## src/rtl/core/gsp_pkg.sv

```systemverilog
`default_nettype none
package gsp_pkg;

  // Field and datapath widths
  localparam int COORD_W  = 20;
  localparam int POS_W    = 21;
  localparam int SPAN_W   = 22;
  localparam int MAG_W    = 21;
  localparam int PITCH_W  = 16;
  localparam int LINK_W   = 12;
  localparam int CHOICE_W = 18;

  // Numerator width of the index divider in the back part
  localparam int IDX_NUM_W = 35;

  // Cycles from an accepted word to its result strobe
  localparam int PIPE_LAT = MAG_W + IDX_NUM_W + 5;

  // Word handed from the front part to the back part through the queue
  typedef struct packed {
    logic                       opcode;
    logic                       horiz;
    logic [LINK_W-1:0]          link_number;
    logic [LINK_W-1:0]          link_total;
    logic [CHOICE_W-1:0]        stored_choice;
    logic signed [SPAN_W-1:0]   first;
    logic signed [SPAN_W-1:0]   last;
    logic signed [SPAN_W-1:0]   edge_pos;
    logic signed [POS_W-1:0]    cx;
    logic signed [POS_W-1:0]    cy;
  } gsp_mid_t;

endpackage
`default_nettype wire

```

## src/rtl/core/gsp_queue.sv

```systemverilog
`default_nettype none
module gsp_queue import gsp_pkg::*; #(
  parameter int DEPTH = 4
) (
  input  logic     clk,
  input  logic     rst_n,
  input  logic     push,
  input  gsp_mid_t push_item,
  input  logic     pop,
  output logic     full,
  output logic     out_vld,
  output gsp_mid_t out_item
);

  localparam int PTR_W = (DEPTH > 1) ? $clog2(DEPTH) : 1;
  localparam int CNT_W = $clog2(DEPTH + 1);

  gsp_mid_t           mem [DEPTH];
  logic [PTR_W-1:0]   wr_ptr_r, rd_ptr_r, wr_ptr_nxt, rd_ptr_nxt;
  logic [CNT_W-1:0]   count_r, count_nxt;
  logic               do_push, do_pop;

  assign do_push = push && (count_r != CNT_W'(DEPTH));
  assign do_pop  = pop && (count_r != '0);

  // Advance pointers and fill count
  always_comb begin
    wr_ptr_nxt = wr_ptr_r;
    rd_ptr_nxt = rd_ptr_r;
    count_nxt  = count_r;
    if (do_push) begin
      wr_ptr_nxt = (wr_ptr_r == PTR_W'(DEPTH - 1)) ? '0 : wr_ptr_r + PTR_W'(1);
    end
    if (do_pop) begin
      rd_ptr_nxt = (rd_ptr_r == PTR_W'(DEPTH - 1)) ? '0 : rd_ptr_r + PTR_W'(1);
    end
    if (do_push && !do_pop) count_nxt = count_r + CNT_W'(1);
    if (!do_push && do_pop) count_nxt = count_r - CNT_W'(1);
  end

  always_ff @(posedge clk) begin
    if (!rst_n) begin
      wr_ptr_r <= '0;
      rd_ptr_r <= '0;
      count_r  <= '0;
    end else begin
      wr_ptr_r <= wr_ptr_nxt;
      rd_ptr_r <= rd_ptr_nxt;
      count_r  <= count_nxt;
    end
  end

  always_ff @(posedge clk) begin
    if (do_push) mem[wr_ptr_r] <= push_item;
  end

  assign full     = (count_r == CNT_W'(DEPTH));
  assign out_vld  = (count_r != '0);
  assign out_item = mem[rd_ptr_r];

endmodule
`default_nettype wire

```

## config.mk

```make
export PLATFORM = sky130hd
export DESIGN_NAME = gsp_queue
export DESIGN_NICKNAME = d
export VERILOG_FILES = /design/src/rtl/core/gsp_pkg.sv /design/src/rtl/core/gsp_queue.sv
export SDC_FILE = /design/constraint.sdc
export NUM_CORES = 1
export LEC_CHECK = 0
export BUFFER_PORTS_ARGS = -buffer_cell sky130_fd_sc_hd__buf_4
export CAP_MARGIN = 20
export CORE_MARGIN = 3
export CORE_UTILIZATION = 53
export CTS_BUF_LIST = sky130_fd_sc_hd__clkbuf_4
export CTS_CLUSTER_SIZE = 12
export DETAILED_ROUTE_END_ITERATION = 8
export PLACE_DENSITY = 0.77
export SLEW_MARGIN = 0
export SYNTH_ARGS = -nofsm -noshare
export SYNTH_HDL_FRONTEND = slang
export SYNTH_SLANG_ARGS = --single-unit
```

## constraint.sdc

```tcl
create_clock -name clk -period 4.7 [get_ports clk]
set_input_delay 0.47 -clock clk [delete_from_list [all_inputs] [get_ports clk]]
set_output_delay 0.47 -clock clk [all_outputs]
set_load 0.05 [all_outputs]
```

# After elaboration in Yosys (flattened, before gate mapping)
# Memory sizes are Yosys's and may differ from the RTL's. A register that Yosys moved wholly into a read port is not among the register bits.
# Index checks and enable logic that the tools add are counted.
dict set report classes {
  muxes 8
  n_eq_ne 4
  reduce_logical 8
  n_addsub 4
}
# operator count
set op_table {}
lappend op_table {{$mux 2} 4}
lappend op_table {{$mux 3} 2}
lappend op_table {{$add 2x1->2 const B} 2}
lappend op_table {{$eq 2x2->1 const B} 2}
lappend op_table {{$logic_and 1x1->1} 4}
lappend op_table {{$add 3x1->3 const B} 1}
lappend op_table {{$eq 3x3->1 const B} 1}
lappend op_table {{$ne 3x3->1 const B} 1}
lappend op_table {{$reduce_bool 3->1} 1}
lappend op_table {{$sub 3x1->3 const B} 1}
lappend op_table {{$logic_not 1->1} 2}
lappend op_table {{$mux 1} 2}
lappend op_table {{$reduce_bool 2->1} 1}
dict set report word_totals {
  ff_bits 7
  mem_bits_rw 608
  elab_cells 28
  input_bits 156
  n_memories 1
  output_inout_bits 154
}
# memory depth word_bits rd rd_clocked_by_memory_dff write_ports line_no
set mem_list {}
lappend mem_list {mem 4 152 1 1 1 gsp_queue.sv:18} ;# gsp_mid_t mem [DEPTH];

# Logic depth before layout (Yosys ltp)
dict set report depth {
  depth_word 6
  mapped_depth 10
  mapped_depth_nobuf 9
}

# Least setup slack after synthesis
# No wires, ideal clock.
dict set report synth_timing {
  path_kind {reg2reg}
  startpoint {register count_r[2]}
  endpoint {memory mem[1][0] (netlist bit) (enable)}
  setup_ps 530
  n_path_buf 1
  path_stages_with_launch 5
  period_less_slack_ps 5064
  slack_ps -364
  required_time_ps 4170
  arrival_time_ps 4534
  cell_sequence {dfxtp_1 nor3b_1 nor2b_1 clkbuf_1 and2_1}
}
dict set report synth_via {
  elab_chain_cells 4
}
# element line_no
set synth_lines {}
lappend synth_lines {{start: declaration} gsp_queue.sv:20} ;# logic [CNT_W-1:0] count_r, count_nxt;
lappend synth_lines {{start signal: assignment} gsp_queue.sv:49} ;# count_r <= count_nxt;
lappend synth_lines {{$ne 3x3->1} gsp_queue.sv:23} ;# assign do_push = push && (count_r != CNT_W'(DEPTH));
lappend synth_lines {{$logic_and 1x1->1} gsp_queue.sv:23}
lappend synth_lines {{$mux 1} gsp_queue.sv:54} ;# if (do_push) mem[wr_ptr_r] <= push_item;
lappend synth_lines {{$mux 1 (not written as such)} gsp_queue.sv:54}
lappend synth_lines {{end: declaration} gsp_queue.sv:18}
# Every way passes these cells.

==> results.sh <==
export IMPL_status="complete, no violations"
export IMPL_worstHoldEndpoint="mem[2][95]"
export IMPL_die_h_um=212
export IMPL_critPathLaunchType="flip-flop"
export IMPL_drt_initial_drc_count=811
export IMPL_grt_antenna_before_repair=6
export IMPL_dpl_instance_area_sq_mm=0.0253
export IMPL_detailedRoute_firstPassIterationCount=5
export IMPL_grt_use_met1_pct=26.4
export IMPL_core_sq_mm=0.0413
export IMPL_synth_seq_cells=617
export IMPL_fmax_ghz=0.304
export IMPL_rows=74
export IMPL_muxShareOfSynthArea_pct=15.4
export IMPL_place_congestion=0.713
export IMPL_ys_top_cells_by_count="edfxtp_1 (608), mux4_2 (152), buf_2 (17)"
export IMPL_post_route_util_pct=69.5
export IMPL_finClkSkew_ps=44.4
export IMPL_cts_buffers=153
export IMPL_dpl_cell_count=1666
export IMPL_finalHoldViolCount=0
export IMPL_synth_xor_area_share_pct=0.0782
export IMPL_hold_class="primary input to flip-flop"
export IMPL_grt_overflow_total=0
export IMPL_max_clock_path_buffers=3
export IMPL_maxCapViolCount=0
export IMPL_ant_nets=0
export IMPL_worstReg2RegEnd="mem[3][132]"
export IMPL_slew_violations=0
export IMPL_period_share_pct=70.1
export IMPL_io_pins=310
export IMPL_grt_pass1_wl_um=70300
export IMPL_syn_to_final_growth_pct=28.1
export IMPL_worstPathArrival_ps=2820
export IMPL_clk_latency_ps=920
export IMPL_post_cts_setup_buffers=0
export IMPL_hold_ws_ps=305
export IMPL_tritoncts="built"
export IMPL_r2r_start="count_r[0]"
export IMPL_layout_cells_non_filler=2068
export IMPL_synth_distinct_cells=22
export IMPL_synthArstFlopShare_pct=0
export IMPL_met2_usage_pct=33.5
export IMPL_dieArea_sq_mm=0.0448
export IMPL_io_buffers=309
export IMPL_p_switching_mw=5.64
export IMPL_grt_busiest_layer="met2"
export IMPL_regToRegSetupSlack_ps=2090
export IMPL_setup_ws_ps=1410
export IMPL_start_util_pct=54.2
export IMPL_syn_instance_count=850
export IMPL_r2r_cells=4
export IMPL_ys_seq_area_share_pct=82.3
export IMPL_hpwl_um=23800
export IMPL_clock_root_buffer="clkbuf_4"
export IMPL_vias=11300
export IMPL_cp_end_kind="primary output"
export IMPL_die_width_um=212
export IMPL_synth_area_sq_mm=0.0224
export IMPL_setup_violations_final=0
export IMPL_fill_cells=2459
export IMPL_synth_adder_area_share_pct=0.425
export IMPL_drc=0
export IMPL_synth_top_family_by_area="multiplexers"
export IMPL_switching_share_pct=34.4
export IMPL_wl_per_cell_um=22.1
export IMPL_powerDensity_mw_per_mm2=572
export IMPL_synth_edf_count=608
export IMPL_cp_required_ps=4230
export IMPL_post_place_ws_ps=1960
export IMPL_max_slew_margin_rel_pct=27.0
export IMPL_worstSetupPathType="flip-flop to primary output"
export IMPL_post_cts_resized_instances=0
export IMPL_clk_pin_slew_ps=70
export IMPL_drive_gt1_share_pct=46.0
export IMPL_power_frac_seq_pct=41.6
export IMPL_finalSetupTns_ps=0
export IMPL_cp_max_fo=60
export IMPL_use_met3_pct=7.96
export IMPL_yosys_area_top_type="edfxtp_1"
export IMPL_p_clk_share_pct=25.3
export IMPL_tightest_slew_ps=1090
export IMPL_grt_pass1_vias=12600
export IMPL_power_mw=16.4
export IMPL_ys_warn_count=0
export IMPL_h_tree_depth=4
export IMPL_avgSynthCellArea_sq_um=26.3
export IMPL_min_period_ps=3290
export IMPL_synth_compound_area_share_pct=0.156
export IMPL_p_leak_nw=9.88
export IMPL_final_cell_area_sq_mm=0.0287
export IMPL_yosys_top_cells_area="edfxtp_1 (82%), mux4_2 (15%), dfxtp_1 (0.80%)"
export IMPL_rsz0062_at_grt="false"
export IMPL_synthesis_nets=1013
export IMPL_internal_power_mw=10.8
export IMPL_cts_sink_count=617
export IMPL_nets=1607
export IMPL_synth_most_common_cell="edfxtp_1"
export IMPL_synthSimpleGateAreaFrac_pct=0.481
export IMPL_viasPerCell=5.46
export IMPL_hold_start="push_item[95]"
export IMPL_grt_total_usage_pct=21.2
export IMPL_irDropWorstVdd_v=0.000351
export IMPL_pwr_share_comb_pct=33.1
export IMPL_holdPathStages=2
export IMPL_grt_max_degree=153
export IMPL_wl_um=45700
export IMPL_synth_top_area_share_pct=81.5
export IMPL_ys_flop_type="edfxtp_1"
[layout by cell type, fill, tap and decap left out, drive strengths merged]
master       instances
nor2                 2
or3                  2
a21boi               1
o31ai                1
mux4               152
fa                   1
clkinv              15
nand3                2
clkbuf             218
xnor2                1
xor2                 1
edfxtp             608
dfxtp                9
mux2i                2
inv                 12
nand2                7
buf                320
ha                   6
bufinv               2
clkinvlp             1
nor3b                1
nor2b                1
diode                6
and2                 6
o21ai                4
dlygate4sd3        155
[per-layer routing]
metal / wire length (um) / up-vias
met5: 28 / -
met4: 1190 / 4
met3: 4000 / 87
met2: 22600 / 454
met1: 17900 / 5808
li1: - / 4938
[worst max-delay path, cell delays in order (launching register included)]
cell,delay [ps]
dfxtp_4,590
buf_12,430
mux4_2,600
buf_4,210
[final cells by class]
cell class / instances / area, sq um / share of cell area, %
Antenna cell: 6 / 15.0 / 0.0523
Clock buffer: 218 / 1640 / 5.71
Clock inverter: 23 / 143 / 0.497
Inverter: 7 / 26.3 / 0.0916
Multi-Input combinational cell: 190 / 3710 / 12.9
Sequential cell: 617 / 18400 / 64.3
Tap cell: 532 / 666 / 2.32
Timing Repair Buffer: 475 / 4040 / 14.1
[cells by family (layout without fill, tap and decap cells)]
logic type | after synthesis | count (layout)
fa+ha+maj | 7 | 7
other cells | 0 | 6
mux | 154 | 154
flops | 617 | 617
compound gates | 6 | 6
buf+inv | 43 | 723
simple gates | 21 | 21
xor+xnor | 2 | 2
[worst max-delay path by stage]
stage,from,end,slack [ps],cells after the start
floorplan,count_r[2],mem[0][0],1260,4
CTS,flip-flop,out_item[81],1180,3
global route,flip-flop,out_item[77],1130,3
finish,flip-flop,out_item[77],1410,3
global placement,push,mem[3][131],1970,4
detailed placement,push,mem[3][131],1960,4
[power groups by stage]
stage                     registers [mW]  clock network, mW  logic [mW]
after CTS                           6.82               4.28        5.48
after floorplan                     6.88                  0        3.90
after global routing                6.87               4.61        5.68
after detailed placement            6.94                  0        5.36
after global placement              6.90                  0        5.35
final                               6.82               4.16        5.43
[flip-flops by register name, summed over array words and instances (netlist names), named ones only]
signal	flops
mem	608
rd_ptr_r	2
count_r	3
wr_ptr_r	2
[timing repair]
action | 4_1_cts | 5_1_grt
hold buffers | 155 | 0
endpoints found under the hold margin | 617 | 0
endpoints found under the setup margin | 0 | 0
(Power assumes the default switching activity.)
